`src/hw/rtl/json_number_scanner_core_defines.svh`:
```
// Assertion macros used by the JSON number scanner RTL.
`ifndef JSON_NUMBER_SCANNER_CORE_DEFINES_SVH
`define JSON_NUMBER_SCANNER_CORE_DEFINES_SVH

// Same-cycle implication, disabled during reset.
`define JNS_ASSERT_IMP(label, clk, rst, ante, cons, msg) \
  label: assert property (@(posedge clk) disable iff (rst) (ante) |-> (cons)) \
    else $error(msg);

// Next-cycle implication, disabled during reset.
`define JNS_ASSERT_NXT(label, clk, rst, ante, cons, msg) \
  label: assert property (@(posedge clk) disable iff (rst) (ante) |=> (cons)) \
    else $error(msg);

`endif

```
`src/hw/rtl/jns_pkg.sv`:
```
// Types and constants of the JSON number scanner.
package jns_pkg;

  localparam int SIG_WIDTH = 64;
  localparam int EXP_WIDTH = 16;
  localparam int NET_WIDTH = EXP_WIDTH + 2;
  localparam int CHAR_WIDTH = 8;

  localparam logic [SIG_WIDTH-1:0] SIG_CAP = {1'b1, {(SIG_WIDTH-1){1'b0}}};
  localparam logic [SIG_WIDTH-1:0] SIG_MAX = {1'b0, {(SIG_WIDTH-1){1'b1}}};
  localparam logic [EXP_WIDTH-1:0] EXP_CAP = {1'b1, {(EXP_WIDTH-1){1'b0}}};
  localparam logic signed [NET_WIDTH-1:0] NET_MAX = {3'b000, {(EXP_WIDTH-1){1'b1}}};
  localparam logic signed [NET_WIDTH-1:0] NET_MIN = {3'b111, {(EXP_WIDTH-1){1'b0}}};

  localparam logic [CHAR_WIDTH-1:0] CH_ZERO  = 8'h30;
  localparam logic [CHAR_WIDTH-1:0] CH_NINE  = 8'h39;
  localparam logic [CHAR_WIDTH-1:0] CH_MINUS = 8'h2d;
  localparam logic [CHAR_WIDTH-1:0] CH_PLUS  = 8'h2b;
  localparam logic [CHAR_WIDTH-1:0] CH_DOT   = 8'h2e;
  localparam logic [CHAR_WIDTH-1:0] CH_LOW_E = 8'h65;
  localparam logic [CHAR_WIDTH-1:0] CH_UP_E  = 8'h45;

  typedef enum logic [2:0] {
    KIND_INT,
    KIND_SCALED,
    KIND_BADSTART,
    KIND_NOFRAC,
    KIND_NOEXP
  } jns_kind_t;

  typedef enum logic [3:0] {
    PH_IDLE,
    PH_MINUS,
    PH_ZERO,
    PH_INT,
    PH_DOT,
    PH_FRAC,
    PH_E,
    PH_ESIGN,
    PH_EXP
  } jns_phase_t;

  typedef struct packed {
    logic [CHAR_WIDTH-1:0] char_in;
    logic                  end_of_text;
  } jns_beat_t;

  typedef struct packed {
    jns_kind_t                    kind;
    logic signed [SIG_WIDTH-1:0]  significand;
    logic signed [EXP_WIDTH-1:0]  dec_exponent;
    logic                         overflowed;
    logic [CHAR_WIDTH-1:0]        stop_char;
    logic                         stopped_at_end;
  } jns_result_t;

endpackage

```
`src/hw/rtl/jns_if.sv`:
```
// Valid/ready channel interfaces for text beats and scanned numbers.
interface jns_text_if;
  logic                           valid;
  logic                           ready;
  logic [jns_pkg::CHAR_WIDTH-1:0] char_in;
  logic                           end_of_text;

  modport source (output valid, output char_in, output end_of_text, input ready);
  modport sink (input valid, input char_in, input end_of_text, output ready);
endinterface

interface jns_number_if;
  logic                                valid;
  logic                                ready;
  logic [2:0]                          kind;
  logic signed [jns_pkg::SIG_WIDTH-1:0] significand;
  logic signed [jns_pkg::EXP_WIDTH-1:0] dec_exponent;
  logic                                overflowed;
  logic [jns_pkg::CHAR_WIDTH-1:0]      stop_char;
  logic                                stopped_at_end;

  modport source (output valid, output kind, output significand, output dec_exponent,
                  output overflowed, output stop_char, output stopped_at_end,
                  input ready);
  modport sink (input valid, input kind, input significand, input dec_exponent,
                input overflowed, input stop_char, input stopped_at_end,
                output ready);
endinterface

```
`src/hw/rtl/json_number_scanner_core.sv`:
```
// Top level of the JSON number scanner.
// Usage:
//   text   : sink channel, one beat per byte (char_in) or an end_of_text
//            marker that ends the current number like any terminator.
//   number : source channel, one beat per finished number: kind, signed
//            significand, decimal exponent, overflow flag and the byte that
//            stopped the scan (not consumed; resend it to start the next token).
//   Throughput: one text beat per cycle unless a second number beat stalls,
//   set by the combinational multiply-by-ten-and-add in the scan stage
//   feeding back into its state. The terminating text beat passes the input
//   register, then the scan logic into the result register.
//   Reset (rst, synchronous): both channels go empty, the scanner returns to
//   waiting for the first character of a number.
//   Stall: while a number beat waits, beats that produce no number still
//   advance; a beat that would produce a second number holds in the input
//   register, and text.ready drops once that register is full.
module json_number_scanner_core (
  input  logic         clk,
  input  logic         rst,
  jns_text_if.sink     text,
  jns_number_if.source number
);
  import jns_pkg::*;

  logic        in_valid;
  jns_beat_t   beat;
  logic        emit;
  logic        slot_free;
  logic        consume;
  jns_result_t res;

  assign consume = in_valid && (!emit || slot_free);

  jns_in_reg u_in_reg (
    .clk   (clk),
    .rst   (rst),
    .text  (text),
    .take  (consume),
    .valid (in_valid),
    .beat  (beat)
  );

  jns_scan u_scan (
    .clk  (clk),
    .rst  (rst),
    .fire (consume),
    .beat (beat),
    .emit (emit),
    .res  (res)
  );

  jns_out_reg u_out_reg (
    .clk       (clk),
    .rst       (rst),
    .load      (consume && emit),
    .res       (res),
    .number    (number),
    .slot_free (slot_free)
  );

endmodule

```
`src/hw/rtl/jns_in_reg.sv`:
```
// Input register holding one text beat until the scanner takes it.
module jns_in_reg (
  input  logic               clk,
  input  logic               rst,
  jns_text_if.sink           text,
  input  logic               take,
  output logic               valid,
  output jns_pkg::jns_beat_t beat
);
  import jns_pkg::*;

  logic valid_next;

  assign text.ready = !valid || take;

  always_comb begin
    valid_next = valid;
    if (text.valid && text.ready) begin
      valid_next = 1'b1;
    end else if (take) begin
      valid_next = 1'b0;
    end
  end

  always_ff @(posedge clk) begin
    if (rst) begin
      valid <= 1'b0;
    end else begin
      valid <= valid_next;
    end
  end

  always_ff @(posedge clk) begin
    if (text.valid && text.ready) begin
      beat.char_in     <= text.char_in;
      beat.end_of_text <= text.end_of_text;
    end
  end

endmodule

```
`src/hw/rtl/jns_scan.sv`:
```
// Scan state machine: one text beat per cycle while fire is high; a number or error result on the byte that ends it.
`include "json_number_scanner_core_defines.svh"

module jns_scan (
  input  logic                 clk,
  input  logic                 rst,
  input  logic                 fire,
  input  jns_pkg::jns_beat_t   beat,
  output logic                 emit,
  output jns_pkg::jns_result_t res
);
  import jns_pkg::*;

  jns_phase_t             phase, phase_next;
  logic [SIG_WIDTH-1:0]   magnitude, magnitude_next;
  logic                   negative, negative_next;
  logic [EXP_WIDTH-1:0]   fraction_digits, fraction_digits_next;
  logic [EXP_WIDTH-1:0]   exp_value, exp_value_next;
  logic                   exp_negative, exp_negative_next;
  logic                   sat_flag, sat_flag_next;

  logic [CHAR_WIDTH-1:0]  c;
  logic [CHAR_WIDTH-1:0]  c_off;
  logic [3:0]             digit;
  logic                   is_digit, is_e, is_dot, is_minus, is_plus;

  logic [SIG_WIDTH+3:0]   mag_wide, mag_mul;
  logic                   mag_over;
  logic [SIG_WIDTH-1:0]   mag_digit;
  logic [EXP_WIDTH+3:0]   exp_wide, exp_mul;
  logic                   exp_over;
  logic [EXP_WIDTH-1:0]   exp_digit;
  logic                   frac_over;
  logic [EXP_WIDTH-1:0]   frac_inc;

  logic [SIG_WIDTH-1:0]   sig_val;
  logic                   sig_clamp;
  logic signed [NET_WIDTH-1:0] exp_s, net_raw, net_val;
  logic                   net_clamp;

  logic                   has_err;
  jns_kind_t              err_kind;

  assign c        = beat.end_of_text ? '0 : beat.char_in;
  assign c_off    = c - CH_ZERO;
  assign digit    = c_off[3:0];
  assign is_digit = (c >= CH_ZERO) && (c <= CH_NINE);
  assign is_e     = (c == CH_LOW_E) || (c == CH_UP_E);
  assign is_dot   = (c == CH_DOT);
  assign is_minus = (c == CH_MINUS);
  assign is_plus  = (c == CH_PLUS);

  assign mag_wide  = {4'b0000, magnitude};
  assign mag_mul   = (mag_wide << 3) + (mag_wide << 1) + {{SIG_WIDTH{1'b0}}, digit};
  assign mag_over  = mag_mul > {4'b0000, SIG_CAP};
  assign mag_digit = mag_over ? SIG_CAP : mag_mul[SIG_WIDTH-1:0];

  assign exp_wide  = {4'b0000, exp_value};
  assign exp_mul   = (exp_wide << 3) + (exp_wide << 1) + {{EXP_WIDTH{1'b0}}, digit};
  assign exp_over  = exp_mul > {4'b0000, EXP_CAP};
  assign exp_digit = exp_over ? EXP_CAP : exp_mul[EXP_WIDTH-1:0];

  assign frac_over = fraction_digits >= EXP_CAP;
  assign frac_inc  = frac_over ? EXP_CAP
                               : fraction_digits + {{(EXP_WIDTH-1){1'b0}}, 1'b1};

  always_comb begin
    sig_clamp = 1'b0;
    if (negative) begin
      sig_val = '0 - magnitude;
    end else if (magnitude > SIG_MAX) begin
      sig_val   = SIG_MAX;
      sig_clamp = 1'b1;
    end else begin
      sig_val = magnitude;
    end
  end

  always_comb begin
    exp_s = signed'({2'b00, exp_value});
    if (exp_negative) begin
      exp_s = -exp_s;
    end
    net_raw   = exp_s - signed'({2'b00, fraction_digits});
    net_clamp = 1'b0;
    net_val   = net_raw;
    if (net_raw > NET_MAX) begin
      net_val   = NET_MAX;
      net_clamp = 1'b1;
    end else if (net_raw < NET_MIN) begin
      net_val   = NET_MIN;
      net_clamp = 1'b1;
    end
  end

  always_comb begin
    phase_next           = phase;
    magnitude_next       = magnitude;
    negative_next        = negative;
    fraction_digits_next = fraction_digits;
    exp_value_next       = exp_value;
    exp_negative_next    = exp_negative;
    sat_flag_next        = sat_flag;
    emit                 = 1'b0;
    has_err              = 1'b0;
    err_kind             = KIND_BADSTART;
    case (phase)
      PH_IDLE, PH_MINUS: begin
        if (phase == PH_IDLE && is_minus) begin
          negative_next = 1'b1;
          phase_next    = PH_MINUS;
        end else if (is_digit) begin
          magnitude_next = {{(SIG_WIDTH-4){1'b0}}, digit};
          phase_next     = (digit == 4'd0) ? PH_ZERO : PH_INT;
        end else begin
          emit    = 1'b1;
          has_err = 1'b1;
        end
      end
      PH_ZERO, PH_INT: begin
        if (is_digit && phase == PH_INT) begin
          magnitude_next = mag_digit;
          sat_flag_next  = sat_flag | mag_over;
        end else if (is_dot) begin
          phase_next = PH_DOT;
        end else if (is_e) begin
          phase_next = PH_E;
        end else begin
          emit = 1'b1;
        end
      end
      PH_DOT, PH_FRAC: begin
        if (is_digit) begin
          magnitude_next       = mag_digit;
          fraction_digits_next = frac_inc;
          sat_flag_next        = sat_flag | mag_over | frac_over;
          phase_next           = PH_FRAC;
        end else if (phase == PH_DOT) begin
          emit     = 1'b1;
          has_err  = 1'b1;
          err_kind = KIND_NOFRAC;
        end else if (is_e) begin
          phase_next = PH_E;
        end else begin
          emit = 1'b1;
        end
      end
      PH_E, PH_ESIGN, PH_EXP: begin
        if (phase == PH_E && (is_minus || is_plus)) begin
          exp_negative_next = is_minus;
          phase_next        = PH_ESIGN;
        end else if (is_digit) begin
          exp_value_next = exp_digit;
          sat_flag_next  = sat_flag | exp_over;
          phase_next     = PH_EXP;
        end else begin
          emit = 1'b1;
          if (phase != PH_EXP) begin
            has_err  = 1'b1;
            err_kind = KIND_NOEXP;
          end
        end
      end
      default: begin
        emit    = 1'b1;
        has_err = 1'b1;
      end
    endcase
    if (emit) begin
      phase_next           = PH_IDLE;
      magnitude_next       = '0;
      negative_next        = 1'b0;
      fraction_digits_next = '0;
      exp_value_next       = '0;
      exp_negative_next    = 1'b0;
      sat_flag_next        = 1'b0;
    end
  end

  always_comb begin
    res.stop_char      = c;
    res.stopped_at_end = beat.end_of_text;
    if (has_err) begin
      res.kind         = err_kind;
      res.significand  = '0;
      res.dec_exponent = '0;
      res.overflowed   = 1'b0;
    end else begin
      res.kind         = (net_val == '0) ? KIND_INT : KIND_SCALED;
      res.significand  = signed'(sig_val);
      res.dec_exponent = net_val[EXP_WIDTH-1:0];
      res.overflowed   = sat_flag | sig_clamp | net_clamp;
    end
  end

  always_ff @(posedge clk) begin
    if (rst) begin
      phase           <= PH_IDLE;
      magnitude       <= '0;
      negative        <= 1'b0;
      fraction_digits <= '0;
      exp_value       <= '0;
      exp_negative    <= 1'b0;
      sat_flag        <= 1'b0;
    end else if (fire) begin
      phase           <= phase_next;
      magnitude       <= magnitude_next;
      negative        <= negative_next;
      fraction_digits <= fraction_digits_next;
      exp_value       <= exp_value_next;
      exp_negative    <= exp_negative_next;
      sat_flag        <= sat_flag_next;
    end
  end

  `JNS_ASSERT_NXT(a_idle_after_result, clk, rst, fire && emit,
    phase == PH_IDLE && magnitude == '0 && !sat_flag, "state not cleared after result")
  `JNS_ASSERT_IMP(a_error_fields_zero, clk, rst, emit && has_err,
    res.significand == '0 && res.dec_exponent == '0 && !res.overflowed,
    "error result carries number fields")
  `JNS_ASSERT_IMP(a_int_has_no_exponent, clk, rst, emit && res.kind == KIND_INT,
    res.dec_exponent == '0, "integer result with nonzero exponent")
  `JNS_ASSERT_IMP(a_counts_capped, clk, rst, 1'b1,
    fraction_digits <= EXP_CAP && exp_value <= EXP_CAP && magnitude <= SIG_CAP,
    "accumulator beyond saturation cap")

endmodule

```
`src/hw/rtl/jns_out_reg.sv`:
```
// Result register driving the number channel.
module jns_out_reg (
  input  logic                 clk,
  input  logic                 rst,
  input  logic                 load,
  input  jns_pkg::jns_result_t res,
  jns_number_if.source         number,
  output logic                 slot_free
);
  import jns_pkg::*;

  logic        valid, valid_next;
  jns_result_t held;

  assign slot_free = !valid || number.ready;

  always_comb begin
    valid_next = valid;
    if (load) begin
      valid_next = 1'b1;
    end else if (number.ready) begin
      valid_next = 1'b0;
    end
  end

  always_ff @(posedge clk) begin
    if (rst) begin
      valid <= 1'b0;
    end else begin
      valid <= valid_next;
    end
  end

  always_ff @(posedge clk) begin
    if (load) begin
      held <= res;
    end
  end

  assign number.valid          = valid;
  assign number.kind           = held.kind;
  assign number.significand    = held.significand;
  assign number.dec_exponent   = held.dec_exponent;
  assign number.overflowed     = held.overflowed;
  assign number.stop_char      = held.stop_char;
  assign number.stopped_at_end = held.stopped_at_end;

endmodule
```
`src/flat_wrapper.sv`:
```
// flat-port wrapper written by rule: the top's interface ports become plain ports
module json_number_scanner_core_flat import jns_pkg::*;
  (clk, rst, text_valid, text_char_in, text_end_of_text, text_ready, number_valid, number_kind, number_significand, number_dec_exponent, number_overflowed, number_stop_char, number_stopped_at_end, number_ready);
  jns_text_if text_i ();
  jns_number_if number_i ();
  input  logic clk;
  input  logic rst;
  input wire logic [$bits(text_i.valid)-1:0] text_valid;
  input wire logic [$bits(text_i.char_in)-1:0] text_char_in;
  input wire logic [$bits(text_i.end_of_text)-1:0] text_end_of_text;
  output wire logic [$bits(text_i.ready)-1:0] text_ready;
  output wire logic [$bits(number_i.valid)-1:0] number_valid;
  output wire logic [$bits(number_i.kind)-1:0] number_kind;
  output wire logic [$bits(number_i.significand)-1:0] number_significand;
  output wire logic [$bits(number_i.dec_exponent)-1:0] number_dec_exponent;
  output wire logic [$bits(number_i.overflowed)-1:0] number_overflowed;
  output wire logic [$bits(number_i.stop_char)-1:0] number_stop_char;
  output wire logic [$bits(number_i.stopped_at_end)-1:0] number_stopped_at_end;
  input wire logic [$bits(number_i.ready)-1:0] number_ready;
  assign text_i.valid = text_valid;
  assign text_i.char_in = text_char_in;
  assign text_i.end_of_text = text_end_of_text;
  assign text_ready = text_i.ready;
  assign number_valid = number_i.valid;
  assign number_kind = number_i.kind;
  assign number_significand = number_i.significand;
  assign number_dec_exponent = number_i.dec_exponent;
  assign number_overflowed = number_i.overflowed;
  assign number_stop_char = number_i.stop_char;
  assign number_stopped_at_end = number_i.stopped_at_end;
  assign number_i.ready = number_ready;
  json_number_scanner_core u_core (.clk(clk), .rst(rst), .text(text_i), .number(number_i));
endmodule
```
`config.mk`:
```
export PLATFORM = sky130hd
export DESIGN_NAME = json_number_scanner_core_flat
export DESIGN_NICKNAME = d
export VERILOG_FILES = /design/src/hw/rtl/jns_pkg.sv /design/src/hw/rtl/jns_if.sv /design/src/hw/rtl/json_number_scanner_core.sv /design/src/hw/rtl/jns_in_reg.sv /design/src/hw/rtl/jns_scan.sv /design/src/hw/rtl/jns_out_reg.sv /design/src/flat_wrapper.sv
export VERILOG_INCLUDE_DIRS = /design/src /design/src/hw/rtl
export SDC_FILE = /design/constraint.sdc
export NUM_CORES = 1
export LEC_CHECK = 0
export CORE_UTILIZATION = 62
export DETAILED_ROUTE_END_ITERATION = 10
export DONT_BUFFER_PORTS = 1
export PLACE_DENSITY = 0.78
export SETUP_SLACK_MARGIN = 0.2
export SYNTH_ARGS = -nofsm -noshare
export SYNTH_HDL_FRONTEND = slang
export SYNTH_HIERARCHICAL = 1
export SYNTH_SLANG_ARGS = --single-unit
```
`constraint.sdc`:
```
create_clock -name clk -period 5.7 [get_ports clk]
set_input_delay 0.57 -clock clk [delete_from_list [all_inputs] [get_ports clk]]
set_output_delay 0.57 -clock clk [all_outputs]
set_load 0.02 [all_outputs]
```
==> results of run 1 <==
[critical path: cells and delay by family (launching register included)]
family                   cells  cell delay [ns]
flip-flops                   1             0.40
AO/OA/AOI/OAI                8             1.97
XOR/XNOR                     2             0.63
buffers and inverters        2             0.42
adder cells (fa/ha/maj)      2             0.60
AND/OR/NAND/NOR              4             1.21
[kinds of logic after synthesis]
family	count (synthesis)	share of synthesized area
fa+ha+maj	185	0.142
compound gates	588	0.235
simple gates	697	0.211
buf+inv	159	0.0378
xor+xnor	112	0.0594
flops	207	0.313
mux	5	0.00326
[worst min-delay path by stage]
stage	from	endpoint	slack, ns	depth (start not counted)
2_1_floorplan	u_core/u_scan/fraction_digits[15]	u_core/u_scan/fraction_digits[15]	0.46	2
3_5_place_dp	u_core/u_scan/exp_value[15]	u_core/u_scan/exp_value[15]	0.51	2
3_3_place_gp	u_core/u_scan/fraction_digits[14]	u_core/u_scan/fraction_digits[15]	0.50	2
4_1_cts	rst	u_core/u_in_reg/valid	0.09	1
5_1_grt	rst	u_core/u_out_reg/number.valid	0.1	1
6_report	rst	u_core/u_in_reg/valid	0.10	1
[per-stage QoR]
| step | cell area (um^2) | total power (W) | hold WS, ns |
|---|---|---|---|
| after detailed placement | 16900 | 0.00192 | 0.510 |
| after floorplan | 16500 | 0.00186 | 0.458 |
| after global routing | 17800 | 0.00359 | 0.0959 |
| final | 17800 | 0.00350 | 0.101 |
| after CTS | 17700 | 0.00351 | 0.0879 |
| after global placement | 16900 | 0.00191 | 0.498 |
[where the power goes]
part           internal, W  switching (W)
sequential         0.00161      0.0000658
clock             0.000984       0.000622
combinational    0.0000770       0.000145
total              0.00267       0.000834
[synthesized netlist by cell type (16+ instances only)]
cell type,number,area share
dfxtp_1,105,0.13
a311oi_1,16,0.0085
nand2_1,208,0.047
a21oi_1,150,0.045
edfxtp_1,102,0.19
ha_1,182,0.14
nor4_1,26,0.0098
a21o_1,20,0.0091
o21bai_1,17,0.0077
a211oi_1,69,0.031
inv_1,70,0.016
nand2b_1,22,0.0083
o31a_1,18,0.0095
nor2_1,141,0.032
clkbuf_1,72,0.016
nand4_1,51,0.019
nor3_1,75,0.023
nor2b_1,26,0.0098
o21ai_0,128,0.039
o21a_1,25,0.011
xor2_1,34,0.018
xnor2_1,78,0.041
nand3_1,35,0.011
or4_1,23,0.010
or3_1,22,0.0083
[state kept, by name (all words and copies together), names as in the netlist, 3 cells and up]
| signal | flops |
|---|---|
| u_core/u_in_reg/beat | 9 |
| u_core/u_out_reg/number.dec_exponent | 16 |
| u_core/u_scan/fraction_digits | 16 |
| u_core/u_scan/phase | 4 |
| u_core/u_out_reg/number.significand | 64 |
| u_core/u_scan/magnitude | 64 |
| u_core/u_out_reg/number.stop_char | 8 |
| u_core/u_scan/exp_value | 16 |
| u_core/u_out_reg/number.kind | 3 |
[routing by layer]
| layer | up-vias | routed length, um |
|---|---|---|
| met2 | 761 | 21700 |
| met3 | 108 | 4420 |
| met5 | - | 0 |
| li1 | 7333 | - |
| met1 | 7241 | 21700 |
| met4 | 0 | 1700 |
[layout make-up]
cell class | count | share of cell area
multi-input combinational | 1587 | 0.608
sequential | 207 | 0.290
clock buffer | 33 | 0.0368
tap | 335 | 0.0235
timing repair buffer | 42 | 0.0177
inverter | 71 | 0.0152
clock inverter | 11 | 0.00885
[repair_timing]
item	CTS	global route
endpoints found under the setup margin	0	65
buffers inserted	0	4
resized for setup	0	14
==> flow_metrics.py, run 1 <==
metrics = {
    "status": {
        "outcome": "finished, final reports clean",
    },
    "layout": {
        "fin_util": 0.684,
        "syn_to_final_growth_pct": 7.92,
        "fin_cells": 2286,
        "final_common_cell": "nand2_1",
        "nFillCells": 2128,
        "final_cell_mix": "nand2_1 (208), ha_1 (181), a21oi_1 (150), nor2_1 (141), o21ai_0 (128)",
        "final_layout_size_suffix_gt1_frac": 0.0718,
        "n_antenna_cell": 0,
        "register_area_um2": 5170,
        "nets": 2131,
        "multi_input_area_um2": 10800,
    },
    "placement": {
        "place_congestion": 1.03,
        "dpl.cell_count": 2238,
        "place_ws_ns": 0.235,
        "portBuffers": 0,
        "dp_hpwl_um": 37400,
    },
    "critical_path": {
        "crit_start": "u_core/u_in_reg/beat[4]",
        "path_cells": "nand2b_1 -> clkinv_1 -> xnor2_1 -> ha_1 -> ha_1 -> a211oi_2 -> o21ai_0 -> a31oi_2 -> o31a_1 -> o211ai_1 -> a21oi_1 -> xor2_1 -> nand3_1 -> nor3_1 -> and4_1 -> a31oi_4 -> buf_4 -> o21ai_0",
        "startpoint_type": "flip-flop",
        "worstSetupEndpoint": "u_core/u_scan/magnitude[10]",
        "rr_worst_depth": 18,
        "end_kind": "flip-flop",
        "cp_data_arrival_time_ns": 5.79,
        "rrSetupSlack_ns": 0.36,
        "cp_slowest_stage_delay_ns": 0.47,
        "cp_slowest_cell": "nor3_1",
        "critPathMaxFanout": 41,
        "r2r_end": "u_core/u_scan/magnitude[10]",
        "criticalPathCategory": "flip-flop to flip-flop",
        "crit_required_ns": 6.15,
        "r2r_start": "u_core/u_in_reg/beat[4]",
    },
    "routing": {
        "ant_nets": 0,
        "drc": 0,
        "viasPerCell": 6.76,
        "dr.pass1.iters": 6,
        "wl_per_cell_um": 21.7,
        "totalWireLength_um": 49500,
        "vias": 15400,
        "drt-initial-drc-count": 1516,
    },
    "grt": {
        "grt_max_degree": 82,
        "grt_pass1_vias": 14100,
        "grt_pass1_wl_um": 77100,
        "gr-total-overflow": 0,
        "use_met2": 0.563,
        "busiest_layer": "met2",
        "grtUsageTotal": 0.360,
        "grtUsageMet3": 0.0472,
        "met1_usage": 0.509,
        "antenna_found_initial": 0,
    },
    "clocking": {
        "clockRootBuffer": "clkbuf_16",
        "ctsHoldBuffers": 0,
        "path_clk_slew_ns": 0.06,
        "clock_latency_ns": 0.53,
        "clk_path_buf_depth": 3,
        "cts_tree": "yes",
        "htree_levels": 1,
        "clock_sinks": 207,
        "numCtsBuffers": 24,
    },
    "synthesis": {
        "synth-seq-cells": 207,
        "yosysUniqueCellTypes": 87,
        "ys_warn_count": 6,
        "synth_nets": 2151,
        "syn_area_um2": 16500,
        "synth-edff-count": 102,
        "avgSynthCellArea_um2": 8.46,
        "syn_inst": 1953,
        "synth-main-ff-cell": "dfxtp_1",
        "ys_async_sr_fraction": 0,
        "yosysSeqAreaShare": 0.313,
    },
    "floorplanning": {
        "initial_core_util": 0.634,
        "die_w_um": 165,
        "core_um2": 26100,
        "die_h_um": 165,
        "die_area_um2": 27300,
        "ioPinCount": 108,
        "fp-row-count": 59,
    },
    "sta": {
        "slew_headroom": 0.301,
        "setup_slack_ns": 0.360,
        "finalSetupTns_ns": 0,
        "fin_crit_ns": 5.34,
        "drv_slew": 0,
        "setup_viol": 0,
        "hold_viol": 0,
        "fmax_mhz": 187,
        "rsz0062_at_grt": "false",
        "finalCritPeriodShare": 0.937,
        "tightest_slew_ns": 1.04,
        "clock_skew_ns": 0.0197,
    },
    "pwr": {
        "peakVddDrop_v": 0.000321,
        "p_leak_nw": 7.24,
        "power_density_nw_per_um2": 197,
    },
    "min_path": {
        "hold_path_class": "primary input to flip-flop",
    },
    "flow_run": {
        "drv_cap": 0,
    },
}
Note: power is estimated with default switching activity, not from simulation.
==> inputs of run 2 (changes only) <==
- CTS_BUF_LIST: default -> sky130_fd_sc_hd__clkbuf_4 sky130_fd_sc_hd__clkbuf_8
- PLACE_DENSITY: 0.78 -> default
- PLACE_DENSITY_LB_ADDON: default -> 0.3
- SKIP_LAST_GASP: default -> 1
==> run 2 against run 1 <==
Net effect: final cell count rose by 1.2%; power rose by 1.5%; largest cell class unchanged; die area did not move; wire length rose by 2.2%; hold slack got worse by 0.012 ns.
==> flow_metrics.py, run 2 (synthesis gave the netlist of run 1 again) <==
metrics = {
    "critical_path": {
        "criticalPathCategory": "flip-flop to flip-flop",
        "path_cells": "nand2b_1 -> clkinv_1 -> xnor2_1 -> ha_1 -> a21o_1 -> ha_1 -> o21ai_0 -> o21bai_1 -> a2111oi_2 -> o221ai_2 -> a31oi_4 -> o31ai_1 -> mux2_2 -> a221o_1 -> nor4b_2 -> and4_2 -> a31oi_1 -> o221a_2",
        "critPathTopFamily": "compound AO/OA/AOI/OAI gates",
        "cp_slowest_stage_delay_ns": 0.53,
        "cp_data_arrival_time_ns": 5.68,
        "critPathBufInv": 1,
        "crit_required_ns": 6.14,
        "r2r_end": "u_core/u_scan/sat_flag",
        "end_kind": "flip-flop",
        "rrSetupSlack_ns": 0.46,
        "crit_top_cell": "ha_1",
        "r2r_start": "u_core/u_in_reg/beat[4]",
        "rr_worst_depth": 18,
        "cp_slowest_cell": "o31ai_1",
        "critPathMaxFanout": 5,
        "startpoint_type": "flip-flop",
    },
    "min_path": {
        "hold_end": "u_core/u_in_reg/valid",
        "min_from": "rst",
        "hold_path_class": "primary input to flip-flop",
        "hold_path_depth": 1,
    },
    "routing": {
        "wl_met1_um": 22100,
        "ant_nets": 0,
        "met3_wirelength_um": 4890,
        "drt-initial-drc-count": 1629,
        "top_layer_used": "met4",
        "wl_met2_um": 22000,
        "drc": 0,
        "vias": 15700,
        "viasPerCell": 6.78,
        "dr.pass1.iters": 5,
        "totalWireLength_um": 50600,
        "wl_per_cell_um": 21.9,
    },
    "clocking": {
        "path_clk_slew_ns": 0.07,
        "clk_path_buf_depth": 3,
        "clockRootBuffer": "clkbuf_8",
        "clock_sinks": 207,
        "cts_tree": "yes",
        "clock_latency_ns": 0.56,
        "htree_levels": 2,
        "numCtsBuffers": 39,
    },
    "floorplanning": {
        "ioPinCount": 108,
        "fp-row-count": 59,
        "core_um2": 26100,
        "die_h_um": 165,
        "die_w_um": 165,
        "die_area_um2": 27300,
        "initial_core_util": 0.634,
    },
    "placement": {
        "placedInstanceArea_um2": 16900,
        "place_congestion": 1.03,
        "portBuffers": 0,
        "dp_hpwl_um": 37800,
    },
    "sta": {
        "setup_viol": 0,
        "finalSetupTns_ns": 0,
        "rsz0062_at_grt": "false",
        "clock_skew_ns": 0.0358,
        "slew_headroom": 0.278,
        "fin_crit_ns": 5.24,
        "hold_viol": 0,
        "finalCritPeriodShare": 0.920,
        "tightest_slew_ns": 1.08,
        "fmax_mhz": 191,
        "drv_slew": 0,
    },
    "pwr": {
        "power_density_nw_per_um2": 199,
        "p_leak_nw": 7.32,
        "peakVddDrop_v": 0.000289,
    },
    "grt": {
        "grt_pass1_vias": 13900,
        "gr-total-overflow": 0,
        "antenna_found_initial": 1,
        "grt_pass1_wl_um": 76700,
        "grtUsageTotal": 0.362,
        "grt_max_degree": 81,
    },
    "layout": {
        "syn_to_final_growth_pct": 8.42,
        "final_layout_size_suffix_gt1_frac": 0.0889,
        "fin_area_um2": 17900,
        "n_antenna_cell": 0,
        "final_common_cell": "nand2_1",
        "nets": 2147,
        "final_cell_mix": "nand2_1 (208), ha_1 (181), a21oi_1 (150), nor2_1 (141), o21ai_0 (128)",
    },
    "flow_run": {
        "drv_cap": 0,
    },
    "status": {
        "outcome": "finished, final reports clean",
    },
}
==> run 2: worst reg2reg max path, cell delays in order (launching register included) <==
cell and delay (ns):
edfxtp_1 0.42, nand2b_1 0.15, clkinv_1 0.11, xnor2_1 0.14
ha_1 0.18, a21o_1 0.16, ha_1 0.33, o21ai_0 0.15
o21bai_1 0.34, a2111oi_2 0.15, o221ai_2 0.37, a31oi_4 0.17
o31ai_1 0.53, mux2_2 0.42, a221o_1 0.34, nor4b_2 0.31
and4_2 0.34, a31oi_1 0.24, o221a_2 0.30
==> run 2: report_power, final <==
part,internal (W),total [W],switching (W)
Combinational,0.0000754,0.000222,0.000147
Sequential,0.00161,0.00168,0.0000661
Clock,0.000977,0.00166,0.000680
Total,0.00266,0.00355,0.000893
==> run 2: how the worst max path moves through the flow <==
stage,slack (ns),start,end,cells past startpoint
after floorplan,1.20,u_core/u_scan/exp_negative,u_core/u_out_reg/number.kind[0],24
after global placement,0.40,u_core/u_in_reg/beat[4],u_core/u_scan/sat_flag,18
after detailed placement,0.32,u_core/u_in_reg/beat[4],u_core/u_scan/sat_flag,18
after CTS,0.27,u_core/u_in_reg/beat[4],u_core/u_scan/magnitude[41],18
after global routing,0.17,u_core/u_scan/exp_value[0],u_core/u_out_reg/number.kind[0],24
final,0.46,u_core/u_in_reg/beat[4],u_core/u_scan/sat_flag,18
==> run 2: what timing repair did <==
item                                    4_1_cts  5_1_grt
endpoints found under the setup margin        0       65
hold buffers                                  0        0
buffers inserted                              0        6
resized for setup                             0       13
==> run 2: layer usage <==
metal  track usage  vias up
met1         0.498     7391
met5             0        -
met4         0.124        0
li1              -     7379
met3        0.0842      119
met2         0.553      811
==> run 2: through the flow <==
stage / hold WS [ns] / utilization / setup slack (ns) / power (W) / cells
after detailed placement: 0.501 / 0.649 / 0.320 / 0.00191 / 2237
after CTS: 0.0631 / 0.683 / 0.275 / 0.00356 / 2308
after floorplan: 0.458 / - / 1.20 / 0.00186 / 1953
after global routing: 0.0668 / 0.687 / 0.169 / 0.00366 / 2314
after global placement: 0.499 / 0.649 / 0.403 / 0.00191 / 2237
final: 0.0889 / 0.687 / 0.458 / 0.00355 / 2314
==> run 2: final cells by class <==
| class | count | area [um^2] |
|---|---|---|
| clock buffers | 57 | 741 |
| clock inverters | 14 | 156 |
| fillers | 2075 | 8150 |
| inverters | 71 | 270 |
| multi-input cells | 1587 | 10800 |
| flip-flops and latches | 207 | 5170 |
| well taps | 335 | 419 |
| repair buffers | 43 | 335 |
